### src/rtl/ccm_pkg.sv
// ----------------------------------------------------------------------------
// ccm_pkg: shared types and constants of the crank cadence meter
// widths, fixed-point scale factors and the divider request bundle
// ----------------------------------------------------------------------------
package ccm_pkg;

    localparam int ANGLE_W   = 16;
    localparam int TIME_W    = 32;
    localparam int CAD_W     = 16;
    localparam int ADV_W     = 32;

    // cadence = advance*60000/(360*elapsed) = advance*500/(3*elapsed)
    localparam int NUM_W     = ADV_W + 9;      // advance * 500
    localparam int DEN_W     = TIME_W + 2;     // elapsed * 3
    localparam int CNT_W     = 4;              // one count per quotient bit

    localparam logic [ADV_W-1:0] CDEG_PER_TURN = ADV_W'(36000);
    localparam logic [CAD_W-1:0] CADENCE_MAX   = {CAD_W{1'b1}};
    localparam logic [ANGLE_W-1:0] MIN_ADV_RESET = ANGLE_W'(3000);

    typedef struct packed {
        logic              start;
        logic [ADV_W-1:0]  advance;
        logic [TIME_W-1:0] elapsed;
    } ccm_div_req_t;

endpackage

### src/rtl/ccm_div.sv
// ----------------------------------------------------------------------------
// ccm_div: bit-serial cadence divider
// scales advance and elapsed time, then develops a saturating 16-bit
// quotient one bit per cycle by restoring division
// ----------------------------------------------------------------------------
module ccm_div (
    input  logic                       clk,
    input  logic                       rst_n,
    input  ccm_pkg::ccm_div_req_t      req,
    output logic                       done,
    output logic [ccm_pkg::CAD_W-1:0]  quot
);

    typedef enum logic [4:0] {
        D_IDLE  = 5'b00001,
        D_SCALE = 5'b00010,
        D_CHECK = 5'b00100,
        D_ITER  = 5'b01000,
        D_DONE  = 5'b10000
    } div_state_t;

    div_state_t                    state_reg, state_next;
    logic [ccm_pkg::ADV_W-1:0]     adv_reg;
    logic [ccm_pkg::TIME_W-1:0]    ela_reg;
    logic [ccm_pkg::NUM_W-1:0]     num_reg;
    logic [ccm_pkg::DEN_W-1:0]     den_reg;
    logic [ccm_pkg::DEN_W-1:0]     rem_reg;
    logic [ccm_pkg::CAD_W-1:0]     quot_reg;
    logic [ccm_pkg::CNT_W-1:0]     cnt_reg;

    logic [ccm_pkg::NUM_W-1:0]     num_scaled;
    logic [ccm_pkg::DEN_W-1:0]     den_scaled;
    logic [ccm_pkg::DEN_W-1:0]     rem_top;
    logic [ccm_pkg::DEN_W:0]       trial;
    logic [ccm_pkg::DEN_W+1:0]     diff;
    logic                          fits;

    // 500 = 512 - 8 - 4, 3 = 2 + 1
    assign num_scaled = (ccm_pkg::NUM_W'(adv_reg) << 9)
                      - (ccm_pkg::NUM_W'(adv_reg) << 3)
                      - (ccm_pkg::NUM_W'(adv_reg) << 2);
    assign den_scaled = (ccm_pkg::DEN_W'(ela_reg) << 1) + ccm_pkg::DEN_W'(ela_reg);

    // high dividend bits above the 16 quotient positions
    assign rem_top = ccm_pkg::DEN_W'(num_reg[ccm_pkg::NUM_W-1:ccm_pkg::CAD_W]);

    assign trial = {rem_reg, num_reg[ccm_pkg::CAD_W-1]};
    assign diff  = {1'b0, trial} - {2'b00, den_reg};
    assign fits  = ~diff[ccm_pkg::DEN_W+1];

    always_comb
    begin
        state_next = state_reg;
        case (state_reg)
            D_IDLE:  if (req.start) state_next = D_SCALE;
            D_SCALE: state_next = D_CHECK;
            D_CHECK: state_next = (rem_top >= den_reg) ? D_DONE : D_ITER;
            D_ITER:  if (cnt_reg == '0) state_next = D_DONE;
            D_DONE:  state_next = D_IDLE;
            default: state_next = D_IDLE;
        endcase
    end

    always_ff @(posedge clk or negedge rst_n)
    begin
        if (!rst_n)
        begin
            state_reg <= D_IDLE;
        end
        else
        begin
            state_reg <= state_next;
        end
    end

    always_ff @(posedge clk)
    begin
        case (state_reg)
            D_IDLE:
            begin
                if (req.start)
                begin
                    adv_reg <= req.advance;
                    ela_reg <= req.elapsed;
                end
            end
            D_SCALE:
            begin
                num_reg <= num_scaled;
                den_reg <= den_scaled;
            end
            D_CHECK:
            begin
                // zero elapsed time lands here too, since anything >= 0
                if (rem_top >= den_reg)
                begin
                    quot_reg <= ccm_pkg::CADENCE_MAX;
                end
                else
                begin
                    rem_reg <= rem_top;
                    cnt_reg <= {ccm_pkg::CNT_W{1'b1}};
                end
            end
            D_ITER:
            begin
                rem_reg  <= fits ? diff[ccm_pkg::DEN_W-1:0] : trial[ccm_pkg::DEN_W-1:0];
                num_reg  <= num_reg << 1;
                quot_reg <= {quot_reg[ccm_pkg::CAD_W-2:0], fits};
                cnt_reg  <= cnt_reg - 1'b1;
            end
            default:
            begin
            end
        endcase
    end

    assign done = (state_reg == D_DONE);
    assign quot = quot_reg;

endmodule

### src/rtl/crank_cadence_meter_core.sv
// ----------------------------------------------------------------------------
// crank_cadence_meter_core: crank cadence in centi-rpm from angle samples
// forms the forward angle advance and elapsed ms against a stored reference
// and recomputes cadence once the advance reaches the programmed threshold
// ----------------------------------------------------------------------------
// restart or below-threshold beats give their result in the cycle after accept
// recomputing beats pass through load, scale, overflow check, the 16 quotient bits of
//   the bit-serial divider, done and writeback, which waits for the result register
// overflow or zero elapsed time skips the quotient bits
// throughput: one beat in flight; next beat accepted once the result register frees
// reset: rst_n async low; references and held cadence clear to zero, threshold to 3000
// ----------------------------------------------------------------------------
module crank_cadence_meter_core (
    input  logic                          clk,
    input  logic                          rst_n,
    // configuration
    input  logic                          cfg_we,
    input  logic [ccm_pkg::ANGLE_W-1:0]   cfg_wdata,
    // sample channel
    input  logic                          in_valid,
    output logic                          in_ready,
    input  logic [ccm_pkg::ANGLE_W-1:0]   angle_cdeg,
    input  logic [ccm_pkg::TIME_W-1:0]    time_ms,
    input  logic                          restart,
    // result channel
    output logic                          out_valid,
    input  logic                          out_ready,
    output logic [ccm_pkg::CAD_W-1:0]     cadence_centi_rpm,
    output logic                          updated
);

    typedef enum logic [2:0] {
        ST_IDLE = 3'b001,   // waiting for a sample beat
        ST_DIV  = 3'b010,   // divider running
        ST_WB   = 3'b100    // new cadence waiting for the result register
    } state_t;

    state_t                         state_reg;
    logic [ccm_pkg::ANGLE_W-1:0]    min_adv_reg;
    logic [ccm_pkg::ANGLE_W-1:0]    ref_angle_reg;
    logic [ccm_pkg::TIME_W-1:0]     ref_time_reg;
    logic [ccm_pkg::CAD_W-1:0]      held_reg;
    logic                           out_valid_reg;
    logic [ccm_pkg::CAD_W-1:0]      out_cad_reg;
    logic                           out_upd_reg;

    logic                           accept;
    logic                           out_free;
    logic [ccm_pkg::ADV_W-1:0]      advance;
    logic                           do_calc;
    ccm_pkg::ccm_div_req_t          div_req;
    logic                           div_done;
    logic [ccm_pkg::CAD_W-1:0]      div_quot;

    // result register is free when empty or being drained this cycle
    assign out_free = ~out_valid_reg | out_ready;
    assign in_ready = (state_reg == ST_IDLE) & out_free;
    assign accept   = in_valid & in_ready;

    // forward advance on raw 16-bit angles; the wrap case is taken modulo 2^32
    // so out-of-range angles give the same huge advance as plain unsigned math
    always_comb
    begin
        if (angle_cdeg > ref_angle_reg)
        begin
            advance = ccm_pkg::ADV_W'(angle_cdeg) - ccm_pkg::ADV_W'(ref_angle_reg);
        end
        else if (angle_cdeg == ref_angle_reg)
        begin
            advance = '0;
        end
        else
        begin
            advance = ccm_pkg::ADV_W'(angle_cdeg) + ccm_pkg::CDEG_PER_TURN
                    - ccm_pkg::ADV_W'(ref_angle_reg);
        end
    end

    // a zero threshold lets an equal angle recompute too
    assign do_calc = ~restart & (advance >= ccm_pkg::ADV_W'(min_adv_reg));

    assign div_req.start   = accept & do_calc;
    assign div_req.advance = advance;
    assign div_req.elapsed = time_ms - ref_time_reg;   // wraps modulo 2^32

    ccm_div u_div (
        .clk   (clk),
        .rst_n (rst_n),
        .req   (div_req),
        .done  (div_done),
        .quot  (div_quot)
    );

    // threshold register; write it only while idle, which the block itself does not enforce
    always_ff @(posedge clk or negedge rst_n)
    begin
        if (!rst_n)
        begin
            min_adv_reg <= ccm_pkg::MIN_ADV_RESET;
        end
        else if (cfg_we)
        begin
            min_adv_reg <= cfg_wdata;
        end
    end

    // sequencer and reference state
    always_ff @(posedge clk or negedge rst_n)
    begin
        if (!rst_n)
        begin
            state_reg     <= ST_IDLE;
            ref_angle_reg <= '0;
            ref_time_reg  <= '0;
            held_reg      <= '0;
        end
        else
        begin
            case (state_reg)
                ST_IDLE:
                begin
                    // restart and recompute both move the reference to this sample
                    if (accept && (restart || do_calc))
                    begin
                        ref_angle_reg <= angle_cdeg;
                        ref_time_reg  <= time_ms;
                    end
                    if (accept && do_calc)
                    begin
                        state_reg <= ST_DIV;
                    end
                end
                ST_DIV:
                begin
                    if (div_done)
                    begin
                        held_reg  <= div_quot;
                        state_reg <= ST_WB;
                    end
                end
                ST_WB:
                begin
                    if (out_free)
                    begin
                        state_reg <= ST_IDLE;
                    end
                end
                default:
                begin
                    state_reg <= ST_IDLE;
                end
            endcase
        end
    end

    // result register: held cadence goes out at once, a new one after the divider
    always_ff @(posedge clk or negedge rst_n)
    begin
        if (!rst_n)
        begin
            out_valid_reg <= 1'b0;
        end
        else if ((accept && !do_calc) || (state_reg == ST_WB && out_free))
        begin
            out_valid_reg <= 1'b1;
        end
        else if (out_ready)
        begin
            out_valid_reg <= 1'b0;
        end
    end

    always_ff @(posedge clk)
    begin
        if (accept && !do_calc)
        begin
            out_cad_reg <= held_reg;
            out_upd_reg <= 1'b0;
        end
        else if (state_reg == ST_WB && out_free)
        begin
            out_cad_reg <= held_reg;
            out_upd_reg <= 1'b1;
        end
    end

    assign out_valid         = out_valid_reg;
    assign cadence_centi_rpm = out_cad_reg;
    assign updated           = out_upd_reg;

endmodule

### config.mk
export PLATFORM = sky130hd
export DESIGN_NAME = crank_cadence_meter_core
export DESIGN_NICKNAME = d
export VERILOG_FILES = /design/src/rtl/ccm_pkg.sv /design/src/rtl/ccm_div.sv /design/src/rtl/crank_cadence_meter_core.sv
export SDC_FILE = /design/constraint.sdc
export NUM_CORES = 1
export LEC_CHECK = 0
export BUFFER_PORTS_ARGS = -buffer_cell sky130_fd_sc_hd__buf_4
export CELL_PAD_IN_SITES_DETAIL_PLACEMENT = 0
export CELL_PAD_IN_SITES_GLOBAL_PLACEMENT = 2
export CORE_AREA = 2 2 214 216
export CTS_CLUSTER_SIZE = 10
export DETAILED_ROUTE_END_ITERATION = 8
export DIE_AREA = 0 0 216 218
export PLACE_DENSITY = 0.94
export SYNTH_ARGS = -nofsm -noshare
export SYNTH_HDL_FRONTEND = slang
export SYNTH_SLANG_ARGS = --single-unit
### constraint.sdc
create_clock -name clk -period 8.3 [get_ports clk]
set_clock_uncertainty 0.1 [all_clocks]
set_input_delay 0.83 -clock clk [delete_from_list [all_inputs] [get_ports clk]]
set_output_delay 0.83 -clock clk [all_outputs]
set_load 0.03 [all_outputs]
==> results.toml <==
[clock_tree]
cts_max_path_buffers = 3
clkSinkCount = 283
clk_latency_ns = 0.54
ctsRootBufferMaster = "clkbuf_16"
post_cts_buffers = 0
tritoncts = "done"
cts_resized = 0
cts_hold_buf = 0
numCtsBuffers = 35
ctsHtreeMaxLevel = 2
clkSlewWorstSetupHoldPaths_ns = 0.05

[final_layout]
drive_gt1_frac = 0.115
antennaDiodeCount = 0
fillers = 4157
finalNetCount = 2390
syn_to_final_growth_pct = 11.9
largest_register_ffs = 39
stdcell_count = 2713

[route]
routed_via_density = 5.29
wl_per_cell_um = 15.8
ant_nets = 0
drt_pass1_iterations = 5
drt_iter0_markers = 771
vias = 14400
drc = 0
wl_mm = 42.7

[sta]
slew_violations = 0
setup_viol = 0
slew_headroom = 0.247
clock.fmax_ghz = 0.167
report.final.hold_viol_count = 0
min_period_over_period = 0.720
post-route-min-period_ns = 5.98
rsz0062_at_grt = "no"
fin_tns_setup_ns = 0
worstMarginPinSlew_ns = 1.13

[synthesis]
synth_area_um2 = 20000
synth_cell_types = 85
syn-num-nets = 2301
ys.flop_type = "edfxtp_1"
ys_ff_latch = 283
synth_edf_count = 193
avgSynthCellArea_um2 = 10.0
synthArstFlopShare = 0.314
ys_seq_area_frac = 0.402
syn_inst = 1997
yosys_warnings = 0

[placement]
dp_hpwl_mm = 32.9
gp_congestion = 0.833
port_buffers = 88
dp.cells = 2649

[worst_setup_path]
worstPathRequired_ns = 8.35
critical_path.max_fanout = 51
critPathKind = "reg -> reg"
endpoint_kind = "register"
cpMaxStageDelayCell = "and4_2"
start_kind = "register"
cpPeakStageDelay_ns = 1.10
critPathArrivalTime_ns = 6.03
path_cells = "inv_1 -> ha_1 -> fa_1 -> a21o_1 -> a21o_1 -> a2111oi_4 -> o211ai_2 -> a31oi_2 -> nor2_1 -> a211oi_1 -> xnor2_1 -> a21oi_1 -> nor2_1 -> ha_1 -> o21a_1 -> o21ai_0 -> o21ai_0 -> a221oi_2 -> a21oi_1 -> and4_2"
r2r_setup_slack_ns = 2.32

[global_routing]
grt_pass1_wl_mm = 71.7
grt_pass1_vias = 14400
overflow = 0
grt_antenna_before_repair = 0
grt_max_degree = 85
track_usage = 0.183

[floorplan]
chipWidth_um = 216
dieHeight_um = 218
ioPinCount = 89
core_area_um2 = 44900
row_count = 78
dieArea_um2 = 47100
start_util = 0.446

[power]
ir_drop_v = 0.000234
power_density_nw_per_um2 = 400
p_leak_nw = 9.91

[run]
maxCapViolations = 0

[hold_path]
min_path_type = "in -> async"

[run_status]
status = "finished clean"
[path summary, 6_finish.rpt]
path	depth (start not counted)	startpoint	to
worst max-delay path	20	ref_angle_reg[1]	u_div.adv_reg[0]
worst min-delay path	1	rst_n	ref_angle_reg[5]
worst max register to register	20	ref_angle_reg[1]	u_div.adv_reg[0]
worst min register to register	0	held_reg[6]	cadence_centi_rpm[6]
max in group asynchronous	2	rst_n	held_reg[2]
min in group clk	0	held_reg[6]	cadence_centi_rpm[6]
[metal layers]
| layer | wire, um | up-vias | GRT usage | part of all wire |
|---|---|---|---|---|
| met5 | 0 | - | 0 | 0 |
| met4 | 776 | 0 | 0.0441 | 0.018 |
| met3 | 1430 | 60 | 0.0244 | 0.033 |
| met2 | 18600 | 197 | 0.292 | 0.44 |
| met1 | 21900 | 6725 | 0.264 | 0.51 |
| li1 | - | 7371 | - | - |
[cells in the final DEF (no fill, tap or decap), types with 12 or more instances in the layout]
master     netlist  final
ha_1           208    208
edfxtp_1       193    193
inv_1          183    183
a21oi_1        168    168
nand2_1        159    159
nor2_1         132    132
o21ai_0        123    123
buf_4            2     97
xnor2_1         94     94
dfrtp_1         80     80
a21o_1          71     71
mux2_2          43     43
nand2b_1        38     38
nand3_1         38     37
xor2_1          37     37
clkbuf_16        0     35
o21a_1          29     29
fa_1            26     26
nor3_1          24     23
a31oi_1         24     23
mux2i_1         23     23
a211oi_1        21     21
clkbuf_1        27     21
nor2b_1         17     17
nand4_1         14     14
mux2_4          13     13
o21bai_1        13     12
and3_1          12     12
[cell usage after synthesis (7+ instances only)]
cell | instances | area (um^2)
ha_1 | 208 | 2600
edfxtp_1 | 193 | 5800
inv_1 | 183 | 687
a21oi_1 | 168 | 841
nand2_1 | 159 | 597
nor2_1 | 132 | 495
o21ai_0 | 123 | 616
xnor2_1 | 94 | 823
dfrtp_1 | 80 | 2000
a21o_1 | 71 | 533
mux2_2 | 43 | 484
nand2b_1 | 38 | 238
nand3_1 | 38 | 190
xor2_1 | 37 | 324
o21a_1 | 29 | 218
clkbuf_1 | 27 | 101
fa_1 | 26 | 521
a31oi_1 | 24 | 150
nor3_1 | 24 | 120
mux2i_1 | 23 | 230
a211oi_1 | 21 | 158
nor2b_1 | 17 | 106
nand4_1 | 14 | 87.6
mux2_4 | 13 | 195
o21bai_1 | 13 | 97.6
and3_1 | 12 | 75.1
o211ai_1 | 10 | 75.1
o31ai_1 | 10 | 75.1
or2_2 | 10 | 62.6
and2_1 | 9 | 56.3
dfstp_2 | 9 | 236
and4_1 | 8 | 70.1
buf_2 | 8 | 40.0
a211o_1 | 7 | 61.3
a21boi_0 | 7 | 52.6
[per-stage QoR]
stage	setup WS [ns]	hold WS (ns)	total power [mW]	cell area [um^2]	utilization
final	2.32	0.0900	8.95	22400	0.499
after global routing	1.75	0.0950	9.77	22400	0.499
after CTS	2.30	0.0759	9.00	22400	0.499
after detailed placement	1.80	0.330	7.50	21300	0.475
after global placement	1.89	0.325	7.40	21300	0.475
after floorplan	2.23	0.319	6.40	20000	-
[critical path: cells and delay by family, from the launching register on]
kind / cells / cell delay (ns)
buffers and inverters: 1 / 0.10
adders and majority gates: 3 / 1.03
AOI/OAI and AO/OA: 12 / 2.56
DFF: 1 / 0.38
and+or+nand+nor: 3 / 1.27
xor gates and xnor gates: 1 / 0.10
[layout make-up]
cell class / count / area, um^2 / area share
repair buffers: 98 / 748 / 0.0334
clock buffers: 59 / 996 / 0.0445
clock inverters: 5 / 83.8 / 0.00374
multi-input cells: 1485 / 11100 / 0.495
well taps: 600 / 751 / 0.0335
flip-flops and latches: 283 / 8050 / 0.359
inverters: 183 / 687 / 0.0307
[kinds of logic after synthesis]
logic type / count (synthesis) / share of synthesized area
fa+ha+maj: 234 / 0.156
flops: 283 / 0.402
compound gates: 547 / 0.175
mux: 81 / 0.0465
xor+xnor: 131 / 0.0573
simple gates: 492 / 0.118
buf+inv: 229 / 0.0458
[power by group]
part / leakage (nW) / total [mW] / switching (mW) / internal, mW
Sequential: 2.88 / 2.29 / 0.175 / 2.12
Clock: 0.520 / 1.46 / 0.601 / 0.856
Combinational: 6.51 / 5.20 / 2.91 / 2.29
Note: power is estimated with default switching activity, not from simulation.
